===== src/sv/lpps_pkg.sv =====
// ----------------------------------------------------------------------------
// lpps_pkg
// Shared constants, types and helpers for the line position PID steering block.
// ----------------------------------------------------------------------------
package lpps_pkg;

    // sensor row
    localparam int SENSOR_COUNT = 8;
    localparam int SENSOR_PITCH = 1000;
    localparam int SENSOR_W     = 8;
    localparam int SCAN_W       = (SENSOR_COUNT > SENSOR_W) ? SENSOR_COUNT : SENSOR_W;
    localparam int CNT_W        = $clog2(SENSOR_COUNT + 1);
    localparam int IDX_SUM_MAX  = SENSOR_COUNT * (SENSOR_COUNT - 1) / 2;
    localparam int IDX_W        = $clog2(IDX_SUM_MAX + 1);
    localparam int WSUM_MAX     = IDX_SUM_MAX * SENSOR_PITCH;
    localparam int WSUM_W       = $clog2(WSUM_MAX + 1);
    localparam int STEP_W       = $clog2(WSUM_W + 1);

    // field widths
    localparam int GAIN_W = 24;
    localparam int DUTY_W = 14;
    localparam int POS_W  = 13;
    localparam int ERR_W  = 14;
    localparam int DOT_W  = 15;
    localparam int ACC_W  = 32;
    localparam int Q_FRAC = 16;
    localparam int PROD_W = GAIN_W + 1 + ACC_W;
    localparam int SUM_W  = 58;
    localparam int HI_W   = SUM_W - Q_FRAC;

    localparam logic [POS_W-1:0] POS_MAX = '1;
    localparam logic signed [ACC_W-1:0] ACC_MAX = {1'b0, {(ACC_W-1){1'b1}}};
    localparam logic signed [ACC_W-1:0] ACC_MIN = {1'b1, {(ACC_W-1){1'b0}}};

    // register port
    localparam int ADDR_W    = 5;
    localparam int DATA_W    = 32;
    localparam int REG_IDX_W = 3;

    localparam logic [REG_IDX_W-1:0] REG_GAIN_PROP   = 3'd0;
    localparam logic [REG_IDX_W-1:0] REG_GAIN_INTEG  = 3'd1;
    localparam logic [REG_IDX_W-1:0] REG_GAIN_DERIV  = 3'd2;
    localparam logic [REG_IDX_W-1:0] REG_BASE_DUTY   = 3'd3;
    localparam logic [REG_IDX_W-1:0] REG_MAX_DUTY    = 3'd4;
    localparam logic [REG_IDX_W-1:0] REG_TARGET_POS  = 3'd5;

    typedef struct packed {
        logic [GAIN_W-1:0] gain_prop;
        logic [GAIN_W-1:0] gain_integral;
        logic [GAIN_W-1:0] gain_deriv;
        logic [DUTY_W-1:0] base_duty;
        logic [DUTY_W-1:0] max_duty;
        logic [POS_W-1:0]  target_position;
    } cfg_t;

    typedef struct packed {
        logic clr;
        logic mul_en;
        logic acc_en;
    } mac_ctrl_t;

    function automatic logic [POS_W-1:0] sat_pos(input logic [WSUM_W-1:0] q);
        if (32'(q) > 32'(POS_MAX))
        begin
            return POS_MAX;
        end
        return POS_W'(q);
    endfunction

    // Q16 value to duty count, clamped to 0..maxd
    function automatic logic [DUTY_W-1:0] clamp_duty(input logic signed [SUM_W-1:0] q,
                                                     input logic [DUTY_W-1:0] maxd);
        logic [HI_W-1:0] hi;
        hi = q[SUM_W-1:Q_FRAC];
        if (q[SUM_W-1])
        begin
            return '0;
        end
        if (hi > HI_W'(maxd))
        begin
            return maxd;
        end
        return hi[DUTY_W-1:0];
    endfunction

endpackage


===== src/sv/lpps_div.sv =====
// ----------------------------------------------------------------------------
// lpps_div
// Restoring serial divider, one quotient bit per cycle.
// ----------------------------------------------------------------------------
module lpps_div
(
    input  logic                          clk,
    input  logic                          rst_n,
    input  logic                          start,
    input  logic [lpps_pkg::WSUM_W-1:0]   dividend,
    input  logic [lpps_pkg::CNT_W-1:0]    divisor,
    output logic [lpps_pkg::WSUM_W-1:0]   quotient,
    output logic                          done
);

    logic                          busy_reg, busy_next;
    logic                          done_reg, done_next;
    logic [lpps_pkg::STEP_W-1:0]   step_reg, step_next;
    logic [lpps_pkg::CNT_W-1:0]    rem_reg, rem_next;
    logic [lpps_pkg::CNT_W-1:0]    dvs_reg, dvs_next;
    logic [lpps_pkg::WSUM_W-1:0]   quo_reg, quo_next;
    logic [lpps_pkg::CNT_W:0]      rem_shift;
    logic                          ge;

    assign rem_shift = {rem_reg, quo_reg[lpps_pkg::WSUM_W-1]};
    assign ge        = rem_shift >= {1'b0, dvs_reg};
    assign quotient  = quo_reg;
    assign done      = done_reg;

    always_comb
    begin
        busy_next = busy_reg;
        done_next = 1'b0;
        step_next = step_reg;
        rem_next  = rem_reg;
        dvs_next  = dvs_reg;
        quo_next  = quo_reg;
        if (start)
        begin
            busy_next = 1'b1;
            step_next = '0;
            rem_next  = '0;
            dvs_next  = divisor;
            quo_next  = dividend;
        end
        else if (busy_reg)
        begin
            rem_next  = ge ? lpps_pkg::CNT_W'(rem_shift - {1'b0, dvs_reg})
                           : rem_shift[lpps_pkg::CNT_W-1:0];
            quo_next  = (quo_reg << 1) | lpps_pkg::WSUM_W'(ge);
            step_next = step_reg + lpps_pkg::STEP_W'(1);
            if (step_reg == lpps_pkg::STEP_W'(lpps_pkg::WSUM_W - 1))
            begin
                busy_next = 1'b0;
                done_next = 1'b1;
            end
        end
    end

    always_ff @(posedge clk or negedge rst_n)
    begin
        if (!rst_n)
        begin
            busy_reg <= 1'b0;
            done_reg <= 1'b0;
            step_reg <= '0;
        end
        else
        begin
            busy_reg <= busy_next;
            done_reg <= done_next;
            step_reg <= step_next;
        end
    end

    always_ff @(posedge clk)
    begin
        rem_reg <= rem_next;
        dvs_reg <= dvs_next;
        quo_reg <= quo_next;
    end

endmodule


===== config.mk =====
export PLATFORM = sky130hd
export DESIGN_NAME = lpps_div
export DESIGN_NICKNAME = d
export VERILOG_FILES = /design/src/sv/lpps_pkg.sv /design/src/sv/lpps_div.sv
export SDC_FILE = /design/constraint.sdc
export NUM_CORES = 1
export LEC_CHECK = 0
export ABC_AREA = 1
export ABC_CLOCK_PERIOD_IN_PS = 3300
export BUFFER_PORTS_ARGS = -buffer_cell sky130_fd_sc_hd__buf_2
export CAP_MARGIN = 20
export CORE_MARGIN = 1.5
export CORE_UTILIZATION = 50
export CTS_CLUSTER_SIZE = 10
export DETAILED_ROUTE_END_ITERATION = 8
export HOLD_SLACK_MARGIN = 0.03
export PLACE_DENSITY = 0.85
export SLEW_MARGIN = 10
export SYNTH_ARGS = -nofsm -noshare
export SYNTH_HDL_FRONTEND = slang
export SYNTH_SLANG_ARGS = --single-unit

===== constraint.sdc =====
create_clock -name clk -period 3.3 [get_ports clk]
set_input_delay 0.66 -clock clk [delete_from_list [all_inputs] [get_ports clk]]
set_output_delay 0.66 -clock clk [all_outputs]
set_load 0.005 [all_outputs]

==> summary.txt <==
outcome: finished, final reports clean
Post-Layout Cell Count: 219
Final min period: 1.67 ns
Post-CTS Resized: 0
routability cong.: 0.764
first-pass detailed-route iteration total: 5
CTS Buf Count: 5
asr flop ratio synth: 0.207
Setup CP Type: primary input to flop
post-synth top area cell: edfxtp_1
NumNets Final: 217
skew final: 0.0179 ns
register area share after synthesis: 0.580
Static Leakage: 0.872 nW
Synth Area in XOR/XNOR: 0.00634
pin count of the biggest net entering global routing: 23
CTS Sinks: 29
Core Util, Final: 0.653
worst setup margin: 1.63 ns
detailed-route DRC error count: 0
Area Growth Syn to Fin: 20.3%
Worst EP arrival: 1.64 ns
Max FO, Critical Path: 22
H-tree depth: 2
Post-CTS Hold Buffers: 0
DP Worst Slack: 1.25 ns
clock slew at the register clock pins of the worst setup and hold paths: 0.10 ns
final instance area: 0.00166 mm^2
R2R depth: 6
Clock Tree Buf Depth: 2
simple logic cell fraction of the synthesized area: 0.246
Avg WL per Cell: 12.6 um
Yosys cell types: 20
Critical-path top delay cell: inv_1
row count: 18
Layout fillers: 227
# diodes: 0
Required @ worst endpoint: 3.27 ns
final period utilization: 0.507
Via density: 5.08
Mapped Nets: 177
FF+latch count, synth: 29
CP Launch Type: primary input
Min-Delay Path Class: primary input to asynchronous set/reset pin
crit path cell chain: buf_2, nor2_1, inv_1
Tightest Pin Transition: 0.555 ns
setup bufs post-CTS: 0
Post-synth top cells: nand2_1 (64), edfxtp_1 (19), inv_1 (14), nand3_1 (9)
Pwr Density: 631 mW/mm^2
post-route ant nets: 0
synthesized area per cell: 9.33 um^2
Worst VDD drop: 0.000492 V
Routed Wire Length: 2760 um
RSZ-0062 raised after global routing: false
CP Capture Type: flop
Compound-Gate Fraction of Synth Area: 0.0408
grt ovf: 0
highest clock rate: 598 MHz
DR iter-0 viols: 21
Mapped Cells: 148
Vias: 1112
endpoints failing hold: 0
final count of pins violating max slew: 0
clk root buf: clkbuf_4
cell count after placement: 211
Core Footprint: 0.00254 mm^2
max-cap viol count: 0
vias in the first global route: 1103
Mapped Area: 0.00138 mm^2
adder-cell area share of the yosys netlist: 0.0688
hpwl dp: 2010 um
Synth top area share: 0.413
Die W: 55.6 um
worst relative slew slack: 0.630
top post-synthesis cells by area: edfxtp_1 (41%), nand2_1 (17%), dfrtp_1 (11%), dfxtp_1 (5.8%), ha_1 (5.4%)
port bufs: 37
max incr delay on CP: 0.46 ns
Post-DP Area: 0.00158 mm^2
Total GRT Usage: 0.204
Largest register FFs: 15
Top Ports: 38
post-synthesis mux area share: 0
layout cell share with drive strength beyond 1: 0.249
initial core utilization: 0.543
CTS tree: built
largest family of logic cells by synthesized area: simple AND/OR/NAND/NOR gates
number of synthesized flops with an enable pin: 19
worst skew pair latency: 0.34 ns
final setup vio count: 0
first-pass GRT wire length: 4770 um
final setup TNS: 0 ns
Die H: 55.6 um
total power: 1.05 mW
Main synth FF type: edfxtp_1
Fin Hold WS: 0.116 ns
count leader, synth: nand2_1
Synthesis Warnings: 0
area of the die: 0.00309 mm^2
initial antenna violation count: 0
==> layout make-up <==
| cell class | count | area, um^2 | area share |
|---|---|---|---|
| clock buffer | 7 | 55.1 | 0.0331 |
| sequential | 29 | 801 | 0.482 |
| multi-input combinational | 101 | 500 | 0.301 |
| inverter | 14 | 52.6 | 0.0316 |
| tap | 30 | 37.5 | 0.0226 |
| clock inverter | 1 | 30.0 | 0.0181 |
| timing repair buffer | 37 | 185 | 0.111 |
==> power breakdown <==
group / switching, mW / internal, mW / leakage (nW)
logic: 0.152 / 0.112 / 0.514
clock network: 0.128 / 0.181 / 0.0455
registers: 0.0333 / 0.442 / 0.312
total: 0.313 / 0.735 / 0.872
==> layout by cell type (no fill, tap or decap) <==
master | synthesis | layout
edfxtp_1 | 19 | 19
buf_2 | 1 | 37
ha_1 | 6 | 6
clkbuf_8 | 0 | 1
o21ai_0 | 2 | 2
nand3b_1 | 1 | 1
nor2_1 | 5 | 5
a21oi_1 | 5 | 5
and3_1 | 1 | 1
a31oi_1 | 1 | 1
clkbuf_4 | 0 | 5
inv_1 | 14 | 14
nand3_1 | 9 | 9
fa_1 | 1 | 1
dfrtp_1 | 6 | 6
clkbuf_1 | 0 | 1
xor2_1 | 1 | 1
o21a_4 | 1 | 1
nor3_1 | 2 | 2
dfxtp_1 | 4 | 4
nand2_2 | 2 | 2
nand2_1 | 64 | 64
bufinv_16 | 0 | 1
==> logic make-up after synthesis <==
family	count (synthesis)
and+or+nand+nor	84
DFF	29
buffers and inverters	18
AOI/OAI and AO/OA	9
adders and majority gates	7
xor gates and xnor gates	1
==> routing by layer <==
| layer | vias up | global-route usage | wire length (um) |
|---|---|---|---|
| li1 | 557 | - | - |
| met1 | 489 | 0.245 | 1170 |
| met2 | 56 | 0.313 | 1290 |
| met3 | 10 | 0.0913 | 227 |
| met4 | 0 | 0.0941 | 68 |
| met5 | - | 0 | 0 |
==> final timing paths <==
kind / start / slack [ns] / to
max in group asynchronous: rst_n / 3.05 / step_reg[0]
min reg2reg: rem_reg[3] / 0.47 / rem_reg[3]
max reg2reg: dvs_reg[2] / 1.82 / quotient[0]
min: rst_n / 0.12 / busy_reg
max: start / 1.63 / quotient[13]
min in group clk: rem_reg[3] / 0.47 / rem_reg[3]
==> worst max-delay path: cells and delay by family <==
kind | cells | cell delay [ns]
buf+inv | 2 | 0.79
simple gates | 1 | 0.18
Note: power is estimated with default switching activity, not from simulation.
