<file path="config.mk">
export PLATFORM = sky130hd
export DESIGN_NAME = lpps_regs
export DESIGN_NICKNAME = d
export VERILOG_FILES = /design/src/sv/lpps_pkg.sv /design/src/sv/lpps_regs.sv
export SDC_FILE = /design/constraint.sdc
export NUM_CORES = 1
export LEC_CHECK = 0
export ABC_CLOCK_PERIOD_IN_PS = 1700
export BUFFER_PORTS_ARGS = -buffer_cell sky130_fd_sc_hd__buf_2
export CORE_MARGIN = 3
export CORE_UTILIZATION = 50
export CTS_CLUSTER_SIZE = 14
export DETAILED_ROUTE_END_ITERATION = 16
export PLACE_DENSITY = 0.9
export SLEW_MARGIN = 10
export SYNTH_ARGS = -nofsm -noshare
export SYNTH_HDL_FRONTEND = slang
export SYNTH_SLANG_ARGS = --single-unit
</file>
<file path="constraint.sdc">
create_clock -name clk -period 1.7 [get_ports clk]
set_input_delay 0.17 -clock clk [delete_from_list [all_inputs] [get_ports clk]]
set_output_delay 0.17 -clock clk [all_outputs]
set_load 0.02 [all_outputs]
</file>
<file path="src/sv/lpps_pkg.sv">
// ----------------------------------------------------------------------------
// lpps_pkg
// Shared constants, types and helpers for the line position PID steering block.
// ----------------------------------------------------------------------------
package lpps_pkg;

    // sensor row
    localparam int SENSOR_COUNT = 8;
    localparam int SENSOR_PITCH = 1000;
    localparam int SENSOR_W     = 8;
    localparam int SCAN_W       = (SENSOR_COUNT > SENSOR_W) ? SENSOR_COUNT : SENSOR_W;
    localparam int CNT_W        = $clog2(SENSOR_COUNT + 1);
    localparam int IDX_SUM_MAX  = SENSOR_COUNT * (SENSOR_COUNT - 1) / 2;
    localparam int IDX_W        = $clog2(IDX_SUM_MAX + 1);
    localparam int WSUM_MAX     = IDX_SUM_MAX * SENSOR_PITCH;
    localparam int WSUM_W       = $clog2(WSUM_MAX + 1);
    localparam int STEP_W       = $clog2(WSUM_W + 1);

    // field widths
    localparam int GAIN_W = 24;
    localparam int DUTY_W = 14;
    localparam int POS_W  = 13;
    localparam int ERR_W  = 14;
    localparam int DOT_W  = 15;
    localparam int ACC_W  = 32;
    localparam int Q_FRAC = 16;
    localparam int PROD_W = GAIN_W + 1 + ACC_W;
    localparam int SUM_W  = 58;
    localparam int HI_W   = SUM_W - Q_FRAC;

    localparam logic [POS_W-1:0] POS_MAX = '1;
    localparam logic signed [ACC_W-1:0] ACC_MAX = {1'b0, {(ACC_W-1){1'b1}}};
    localparam logic signed [ACC_W-1:0] ACC_MIN = {1'b1, {(ACC_W-1){1'b0}}};

    // register port
    localparam int ADDR_W    = 5;
    localparam int DATA_W    = 32;
    localparam int REG_IDX_W = 3;

    localparam logic [REG_IDX_W-1:0] REG_GAIN_PROP   = 3'd0;
    localparam logic [REG_IDX_W-1:0] REG_GAIN_INTEG  = 3'd1;
    localparam logic [REG_IDX_W-1:0] REG_GAIN_DERIV  = 3'd2;
    localparam logic [REG_IDX_W-1:0] REG_BASE_DUTY   = 3'd3;
    localparam logic [REG_IDX_W-1:0] REG_MAX_DUTY    = 3'd4;
    localparam logic [REG_IDX_W-1:0] REG_TARGET_POS  = 3'd5;

    typedef struct packed {
        logic [GAIN_W-1:0] gain_prop;
        logic [GAIN_W-1:0] gain_integral;
        logic [GAIN_W-1:0] gain_deriv;
        logic [DUTY_W-1:0] base_duty;
        logic [DUTY_W-1:0] max_duty;
        logic [POS_W-1:0]  target_position;
    } cfg_t;

    typedef struct packed {
        logic clr;
        logic mul_en;
        logic acc_en;
    } mac_ctrl_t;

    function automatic logic [POS_W-1:0] sat_pos(input logic [WSUM_W-1:0] q);
        if (32'(q) > 32'(POS_MAX))
        begin
            return POS_MAX;
        end
        return POS_W'(q);
    endfunction

    // Q16 value to duty count, clamped to 0..maxd
    function automatic logic [DUTY_W-1:0] clamp_duty(input logic signed [SUM_W-1:0] q,
                                                     input logic [DUTY_W-1:0] maxd);
        logic [HI_W-1:0] hi;
        hi = q[SUM_W-1:Q_FRAC];
        if (q[SUM_W-1])
        begin
            return '0;
        end
        if (hi > HI_W'(maxd))
        begin
            return maxd;
        end
        return hi[DUTY_W-1:0];
    endfunction

endpackage

</file>
<file path="src/sv/lpps_regs.sv">
// ----------------------------------------------------------------------------
// lpps_regs
// APB-style configuration registers with read-back.
// ----------------------------------------------------------------------------
module lpps_regs
(
    input  logic                           clk,
    input  logic                           rst_n,
    input  logic                           psel,
    input  logic                           penable,
    input  logic                           pwrite,
    input  logic [lpps_pkg::ADDR_W-1:0]    paddr,
    input  logic [lpps_pkg::DATA_W-1:0]    pwdata,
    output logic [lpps_pkg::DATA_W-1:0]    prdata,
    output logic                           pready,
    output lpps_pkg::cfg_t                 cfg
);

    lpps_pkg::cfg_t cfg_reg;
    lpps_pkg::cfg_t cfg_next;
    logic [lpps_pkg::REG_IDX_W-1:0] idx;
    logic wr_en;

    assign idx    = paddr[lpps_pkg::ADDR_W-1:2];
    assign wr_en  = psel && penable && pwrite;
    assign pready = 1'b1;
    assign cfg    = cfg_reg;

    always_comb
    begin
        cfg_next = cfg_reg;
        if (wr_en)
        begin
            case (idx)
                lpps_pkg::REG_GAIN_PROP:
                    cfg_next.gain_prop = pwdata[lpps_pkg::GAIN_W-1:0];
                lpps_pkg::REG_GAIN_INTEG:
                    cfg_next.gain_integral = pwdata[lpps_pkg::GAIN_W-1:0];
                lpps_pkg::REG_GAIN_DERIV:
                    cfg_next.gain_deriv = pwdata[lpps_pkg::GAIN_W-1:0];
                lpps_pkg::REG_BASE_DUTY:
                    cfg_next.base_duty = pwdata[lpps_pkg::DUTY_W-1:0];
                lpps_pkg::REG_MAX_DUTY:
                    cfg_next.max_duty = pwdata[lpps_pkg::DUTY_W-1:0];
                lpps_pkg::REG_TARGET_POS:
                    cfg_next.target_position = pwdata[lpps_pkg::POS_W-1:0];
                default:
                    cfg_next = cfg_reg;
            endcase
        end
    end

    always_comb
    begin
        case (idx)
            lpps_pkg::REG_GAIN_PROP:  prdata = lpps_pkg::DATA_W'(cfg_reg.gain_prop);
            lpps_pkg::REG_GAIN_INTEG: prdata = lpps_pkg::DATA_W'(cfg_reg.gain_integral);
            lpps_pkg::REG_GAIN_DERIV: prdata = lpps_pkg::DATA_W'(cfg_reg.gain_deriv);
            lpps_pkg::REG_BASE_DUTY:  prdata = lpps_pkg::DATA_W'(cfg_reg.base_duty);
            lpps_pkg::REG_MAX_DUTY:   prdata = lpps_pkg::DATA_W'(cfg_reg.max_duty);
            lpps_pkg::REG_TARGET_POS: prdata = lpps_pkg::DATA_W'(cfg_reg.target_position);
            default:                  prdata = '0;
        endcase
    end

    always_ff @(posedge clk or negedge rst_n)
    begin
        if (!rst_n)
        begin
            cfg_reg.gain_prop       <= 24'd45875;
            cfg_reg.gain_integral   <= 24'd524;
            cfg_reg.gain_deriv      <= 24'd393216;
            cfg_reg.base_duty       <= 14'd500;
            cfg_reg.max_duty        <= 14'd1000;
            cfg_reg.target_position <= 13'd3500;
        end
        else
        begin
            cfg_reg <= cfg_next;
        end
    end

endmodule

</file>
==> metrics.md, run 1 <==
| Metric | Value |
|---|---|
| Int Power | about 0.0073 W |
| Vias in the first global route | about 4600 |
| Post-synthesis mux area share | 0.332 |
| WP depth | 4 |
| Reg2reg start | cfg[9]$_DFFE_PN0P_ |
| Critical Path, Cell by Cell | mux2i_1 -> or3_1 -> o221ai_2 -> buf_4 |
| Vias/cell | approximately 5.6 |
| Reg power frac | 0.351 |
| Post-detail-place hpwl | 10300 µm |
| FMAX | 532 MHz |
| Total wire length | about 17000 µm |
| Compound-cell area share of the yosys netlist | 0.0446 |
| Clock slew at reported path FFs | 0.05 ns |
| Drt initial violations | between 200 and 300 |
| Crit-path max FO | 2 |
| CTS Sinks | 113 |
| Post-layout min period | about 1.9 ns |
| Core area | 10500 µm² |
| Run status | finished with violations |
| Layout cells sized above 1 | 0.706 |
| Final Util | 0.769 |
| Worst setup EP type | output pin |
| Buffer and inverter count on the worst path | 1 |
| Placed inst area | around 6600 µm² |
| Post-synth EDFFs | 0 |
| Hold WS | 0.285 ns |
| Period Utilization, post-route | 1.11 |
| Die area | 12200 µm² |
| Worst EP arrival | 1.71 ns |
| Maximum buffer depth of the clock tree | 2 |
| Violated checks | negative setup slack |
| Clock Latency Late Sink | 0.50 ns |
| Mapped Avg Cell Area | about 14 µm² |
| Clock power share | 0.350 |
| Clock root buffer master | clkbuf_8 |
| I/O pin total | 188 |
| Die Wd | 110 µm |
| Area grow syn2layout | 47.8% |
| Warnings, synthesis | 0 |
| Synth Area in XOR/XNOR | 0 |
| Nets | 693 |
| HP Class | in -> async |
| Reg2reg end | cfg[9]$_DFFE_PN0P_ |
| Cell family with most CP delay | flip-flops |
| Mapped cell area | 5450 µm² |
| Cell Rows | 37 |
| Post-synth top flop | dfrtp_1 |
| Synth unique cells | 31 |
| Sequential-to-total area share from yosys stat | 0.527 |
| Largest net degree at the start of global routing | approximately 110 |
| Final hold violations | 0 |
| Die height | ~110 µm |
| Slowest stage delay, CP | 0.53 ns |
| Avg WL per Cell | 21.3 µm |
| Post-synthesis cell count | 399 |
| Final Setup Violations | 17 |
| WP data required | approximately 1.5 ns |
| Fin area | 8050 µm² |
| Worst Setup SP | cfg[101]$_DFFE_PN1P_ |
| Smallest setup slack after layout | -0.180 ns |
| FF-to-FF setup slack | 0.69 ns |
| Slew @ Worst Pin | 0.598 ns |
| Via Count | 4502 |
| Initial core utilization | 0.520 |
| Routability cong. | roughly 0.84 |
| Post-synth ARST share | 1.00 |
| Largest register FFs | approximately 110 |
| Slew headroom | 0.602 |
| Pleak | between 4 and 5 nW |
| # DRC | 0 |
| Slowest CP cell | dfstp_2 |
| Reg2Reg Depth | 3 |
| Grt total ovfl | 0 |
| Num CTS Buffers | 17 |
| Htree depth | 4 |
| PwrDens | ~1300 nW/µm² |
| Detailed Routing Iterations Pass 1 | 4 |
| Clk_skew | 0 ns |
| Global-route track usage on met2 | 0.479 |
| Setup repair after global routing missed its margin | true |
| Initial antenna violation count | 0 |
| Final slew viol count | 0 |
| Critical path class | reg -> out |
| Met3 usage | 0.0670 |
| Post-route ant nets | 0 |
| Post-synthesis register bit count | ~110 |
| CP startpoint kind | flop |
| Post-synthesis adder-cell area fraction | 0 |
| Largest family of logic cells by synthesized area | multiplexers |
| Post-Synth Simple-Gate Area | 0.0549 |
| CTS tree | done |
| Sw power | 0.00339 W |
| Max Cap Violations | 0 |
| GR peak layer | met2 |
| Total GRT Usage | 0.275 |
| Sw Ratio | 0.316 |
| Buffers added on ports | 168 |
| Comb pwr share | 0.300 |
| First-pass GRT wire length | 24900 µm |
| Routing usage on met1 | 0.315 |
| Max VDD drop | 768 µV |
## logic make-up (layout without fill, tap and decap cells)
kind of cell	count (synthesis)	after routing
compound gates	38	38
simple gates	52	52
buf+inv	38	296
flops	113	113
mux	156	156
other cells	2	10
## Yosys cell counts (2+ instances only)
| master | n | area (µm²) |
|---|---|---|
| o221ai_1 | 5 | 43.8 |
| nor2_1 | 3 | 11.3 |
| a31oi_1 | 4 | 25.0 |
| mux2i_1 | 30 | 300 |
| buf_6 | 3 | 33.8 |
| conb_1 | 2 | 7.51 |
| clkbuf_1 | 7 | 26.3 |
| buf_2 | 12 | 60.1 |
| a211o_1 | 3 | 26.3 |
| dfstp_2 | 33 | 867 |
| nand2_1 | 20 | 75.1 |
| buf_4 | 11 | 82.6 |
| or2_2 | 10 | 62.6 |
| inv_1 | 2 | 7.51 |
| mux2_2 | 105 | 1180 |
| nor3_2 | 2 | 20.0 |
| or3_1 | 6 | 37.5 |
| nor2b_1 | 2 | 12.5 |
| dfrtp_1 | 80 | 2000 |
| a21oi_1 | 17 | 85.1 |
| o22ai_1 | 2 | 12.5 |
| nand2b_1 | 3 | 18.8 |
| nor3b_1 | 3 | 22.5 |
| a221oi_1 | 4 | 35.0 |
| buf_1 | 3 | 11.3 |
| o21ai_0 | 3 | 15.0 |
| mux2_4 | 20 | 300 |
## power by group through the flow
stage	Combinational (W)	Clock (W)	Sequential [W]
after floorplan	0.00101	0	0.00438
after global placement	0.00254	0	0.00375
after detailed placement	0.00262	0	0.00380
after CTS	0.00305	0.00379	0.00372
after global routing	0.00340	0.00391	0.00382
final	0.00321	0.00375	0.00376
## how the worst max path moves through the flow
stage / endpoint / slack, ns
2_1_floorplan: prdata[12] / 0.15
3_3_place_gp: cfg[57]$_DFFE_PN0P_ / 0.06
3_5_place_dp: cfg[56]$_DFFE_PN0P_ / 0.01
4_1_cts: prdata[1] / -0.19
5_1_grt: prdata[1] / -0.23
6_report: prdata[12] / -0.18
## per-stage QoR
| step | instances | setup TNS [ns] | power (W) | setup slack (ns) |
|---|---|---|---|---|
| 2_1_floorplan | 406 | 0 | 0.00539 | 0.153 |
| 3_3_place_gp | 704 | 0 | 0.00629 | 0.0601 |
| 3_5_place_dp | 704 | 0 | 0.00642 | 0.0145 |
| 4_1_cts | 792 | -1.99 | 0.0106 | -0.189 |
| 5_1_grt | 800 | -3.03 | 0.0111 | -0.231 |
| 6_report | 801 | -1.79 | 0.0107 | -0.180 |
## placed cells by master, fill, tap and decap left out, types with 3 or more instances in the layout
| master | netlist | final |
|---|---|---|
| mux2i_1 | 30 | 30 |
| dlygate4sd3_1 | 0 | 25 |
| nand2_1 | 20 | 20 |
| clkbuf_8 | 0 | 5 |
| mux2_4 | 20 | 24 |
| or3_1 | 6 | 5 |
| dfstp_2 | 33 | 33 |
| a21oi_2 | 0 | 9 |
| clkinv_2 | 0 | 4 |
| a21oi_1 | 17 | 5 |
| clkbuf_16 | 0 | 16 |
| dfrtp_1 | 80 | 80 |
| buf_2 | 12 | 143 |
| or2_4 | 0 | 10 |
| conb_1 | 2 | 9 |
| mux2_2 | 105 | 101 |
| buf_6 | 3 | 12 |
| buf_4 | 11 | 75 |
| a21oi_4 | 0 | 3 |
| buf_12 | 0 | 6 |
| o221ai_2 | 0 | 4 |
| a221oi_2 | 0 | 4 |
| nand2b_1 | 3 | 3 |
| bufinv_16 | 0 | 4 |
| a31oi_1 | 4 | 4 |
| nor2_2 | 0 | 3 |
| a211o_1 | 3 | 3 |
## per-layer routing
metal | wire [µm] | up-vias | part of all wire
met1 | 6390 | 2287 | 0.37
met2 | 8960 | 233 | 0.53
met3 | 1140 | 47 | 0.067
li1 | - | 1935 | -
met5 | 0 | - | 0
met4 | 564 | 0 | 0.033
## worst reg2reg max path: stages, from the launching register on
cell and delay (ns):
dfrtp_1 0.38, buf_4 0.14, buf_4 0.12, mux2_2 0.26
## final cells by class
class,count,area [µm²]
Multi-Input combinational cell,255,2580
Inverter,2,7.51
Sequential cell,113,2870
Tap cell,136,170
Fill cell,576,2410
Clock buffer,22,473
Clock inverter,10,155
Antenna cell,1,2.50
Timing Repair Buffer,262,1790
## what timing repair did
| item | 4_1_cts | 5_1_grt |
|---|---|---|
| hold endpoints to repair | 193 | 0 |
| hold buffers | 25 | 0 |
| setup buffers | 31 | 8 |
| pin swaps | 9 | 14 |
| setup endpoints to repair | 24 | 24 |
| resized for setup | 53 | 28 |
Power figures use the tool's default switching activity.
==> inputs of run 2 (changes only) <==
--- a/config.mk
+++ b/config.mk
@@ -11,7 +11,8 @@
 export CORE_UTILIZATION = 50
 export CTS_CLUSTER_SIZE = 14
 export DETAILED_ROUTE_END_ITERATION = 16
-export PLACE_DENSITY = 0.9
+export PLACE_DENSITY = 0.87
+export RECOVER_POWER = 100
 export SLEW_MARGIN = 10
 export SYNTH_ARGS = -nofsm -noshare
 export SYNTH_HDL_FRONTEND = slang
==> metrics.md, run 2 (same netlist as run 1, synthesis figures left out) <==
| Metric | Value |
|---|---|
| Core area | 10500 µm² (unchanged) |
| PwrDens | 1360 nW/µm² (+1.9%) |
| Crit-path max FO | 2 (unchanged) |
| CTS Sinks | 113 (unchanged) |
| Routability cong. | 0.824 (-2.1%) |
| Smallest setup slack after layout | -0.172 ns (+0.00889 ns) |
| CP startpoint kind | flop |
| Grt total ovfl | 0 (unchanged) |
| Layout cells sized above 1 | 0.475 (-0.231) |
| Critical path class | reg -> out |
| Via Count | 4361 (-3.1%) |
| Total GRT Usage | 0.267 (-0.00716) |
| Initial core utilization | 0.520 (unchanged) |
| Int Power | 0.00706 W (-3.8%) |
| Buffers added on ports | 168 (unchanged) |
| Final Util | 0.728 (-0.0411) |
| Max Cap Violations | 0 (unchanged) |
| N_diodes | 0 (-1) |
| Most common cell after layout, fill and taps aside | clkbuf_1 |
| Final slew viol count | 0 (unchanged) |
| Vias/cell | 5.49 (-2.4%) |
| Die height | 110 µm (unchanged) |
| Drt initial violations | 195 (-28%) |
| Htree depth | 4 (unchanged) |
| Clock root buffer master | clkbuf_8 |
| I/O pin total | 188 (unchanged) |
| Pleak | 3.40 nW (-15%) |
| Violated checks | negative setup slack |
| Sw power | 0.00329 W (-2.8%) |
| Initial antenna violation count | 0 (unchanged) |
| Post-route ant nets | 0 (unchanged) |
| First-pass GRT wire length | 24300 µm (-2.5%) |
| Area grow syn2layout | 39.9% |
| Reg2Reg Depth | 3 (unchanged) |
| Vias in the first global route | 4583 (-1.4%) |
| Reg power frac | 0.364 (+0.013) |
| Most frequent cells in the layout | clkbuf_1 (131), mux2_2 (102), dfrtp_1 (80) |
| # DRC | 0 (unchanged) |
| Clock Latency Late Sink | 0.51 ns (about the same) |
| Detailed Routing Iterations Pass 1 | 4 (unchanged) |
| Slew headroom | 0.370 (-0.232) |
| HP Class | in -> async |
| Maximum buffer depth of the clock tree | 2 (unchanged) |
| Setup repair after global routing missed its margin | true |
| Num CTS Buffers | 17 (unchanged) |
| Post-detail-place hpwl | 10300 µm (+0.21%) |
| Largest net degree at the start of global routing | 52 (-54%) |
| FF-to-FF setup slack | 0.64 ns (-0.05 ns) |
| Sw Ratio | 0.318 (+0.00232) |
| Cell Rows | 37 (unchanged) |
| Total wire length | 16100 µm (-5.4%) |
| Filler cell count | 747 (+30%) |
| Final hold violations | 0 (unchanged) |
| Period Utilization, post-route | 1.10 (-0.00523) |
| FMAX | 534 MHz (+0.47%) |
| Nets | 688 (-0.72%) |
| Die area | 12200 µm² (unchanged) |
| Post-layout min period | 1.87 ns (-0.00889 ns) |
| Largest register FFs | 113 (unchanged) |
| Die Wd | 110 µm (unchanged) |
| Slew @ Worst Pin | 0.945 ns (+0.348 ns) |
| Comb pwr share | 0.279 (-0.021) |
| WP data required | 1.53 ns (about the same) |
| Clk_skew | 0 ns (unchanged) |
| Reg2reg end | cfg[96]$_DFFE_PN0P_ |
| Clock slew at reported path FFs | 0.06 ns (about the same) |
| Reg2reg start | cfg[96]$_DFFE_PN0P_ |
| Final Setup Violations | 16 (-1) |
| Clock power share | 0.357 (+0.007) |
| Avg WL per Cell | 20.3 µm (-4.7%) |
| CTS tree | done |
| Run status | finished with violations |
| Max VDD drop | 785 µV (+2.2%) |
| Worst EP arrival | 1.70 ns (about the same) |
| Hold WS | 0.245 ns (-0.0400 ns) |
| Worst setup EP type | output pin |
[run 2: changes by cell type in the layout (fill, tap and decap cells not counted), moves of 3 or more]
cell / previous run / this run
buf_12: 6 / 2
buf_2: 143 / 31
buf_4: 75 / 56
buf_6: 12 / 9
clkbuf_1: 1 / 131
clkbuf_2: 0 / 3
clkbuf_8: 5 / 1
mux2_1: 0 / 19
mux2_4: 24 / 4
nor2_1: 0 / 3
nor2_2: 3 / 0
[run 2: power by group through the flow]
stage | clock network (W) | registers (W) | logic [W]
final | 0.00370 | 0.00376 | 0.00289
after CTS | 0.00375 | 0.00373 | 0.00295
after floorplan | 0 | 0.00438 | 0.00101
after global routing | 0.00390 | 0.00382 | 0.00309
after global placement | 0 | 0.00375 | 0.00254
after detailed placement | 0 | 0.00380 | 0.00261
[run 2: stage by stage]
stage / setup WS [ns] / instance area [µm²] / cells / power (W) / setup TNS (ns)
global route: -0.259 / 7620 / 795 / 0.0108 / -5.99
floorplan: 0.153 / 5470 / 406 / 0.00539 / 0
CTS: -0.198 / 7800 / 785 / 0.0104 / -2.14
finish: -0.172 / 7620 / 795 / 0.0104 / -1.74
detailed placement: 0.0694 / 6620 / 705 / 0.00641 / 0
global placement: 0.0842 / 6620 / 705 / 0.00629 / 0
[run 2: final cells by class]
type                    count  area (µm²)  area share
flip-flops and latches    113        2870       0.377
multi-input cells         255        2470       0.324
repair buffers            257        1490       0.195
clock buffers              20         425      0.0558
clock inverters            12         190      0.0250
well taps                 136         170      0.0223
inverters                   2        7.51    0.000985
[run 2: worst max-delay path, cell delays in order, from the launching register on]
cell      delay [ns]
dfstp_2         0.54
mux2i_1         0.06
or3_1           0.34
o221ai_2        0.08
buf_4           0.17
[run 2: timing repair]
item / 4_1_cts / 5_1_grt
buffers inserted: 23 / 10
hold buffers: 25 / 0
pin swaps: 5 / 13
hold endpoints to repair: 201 / 0
setup endpoints to repair: 24 / 24
resized for setup: 43 / 37
[run 2: worst max path at each step]
stage,start,to
final,cfg[101]$_DFFE_PN1P_,prdata[12]
after global routing,cfg[16]$_DFFE_PN1P_,prdata[3]
after CTS,cfg[101]$_DFFE_PN1P_,prdata[12]
after detailed placement,paddr[3],cfg[76]$_DFFE_PN0P_
after global placement,paddr[3],cfg[75]$_DFFE_PN0P_
after floorplan,paddr[3],prdata[12]
[run 2: layer usage]
metal / GRT usage / part of all wire / vias to the layer above
met5: 0 / 0 / -
met4: 0.128 / 0.038 / 0
met3: 0.0542 / 0.047 / 48
met2: 0.470 / 0.53 / 163
met1: 0.312 / 0.39 / 2219
li1: - / - / 1931
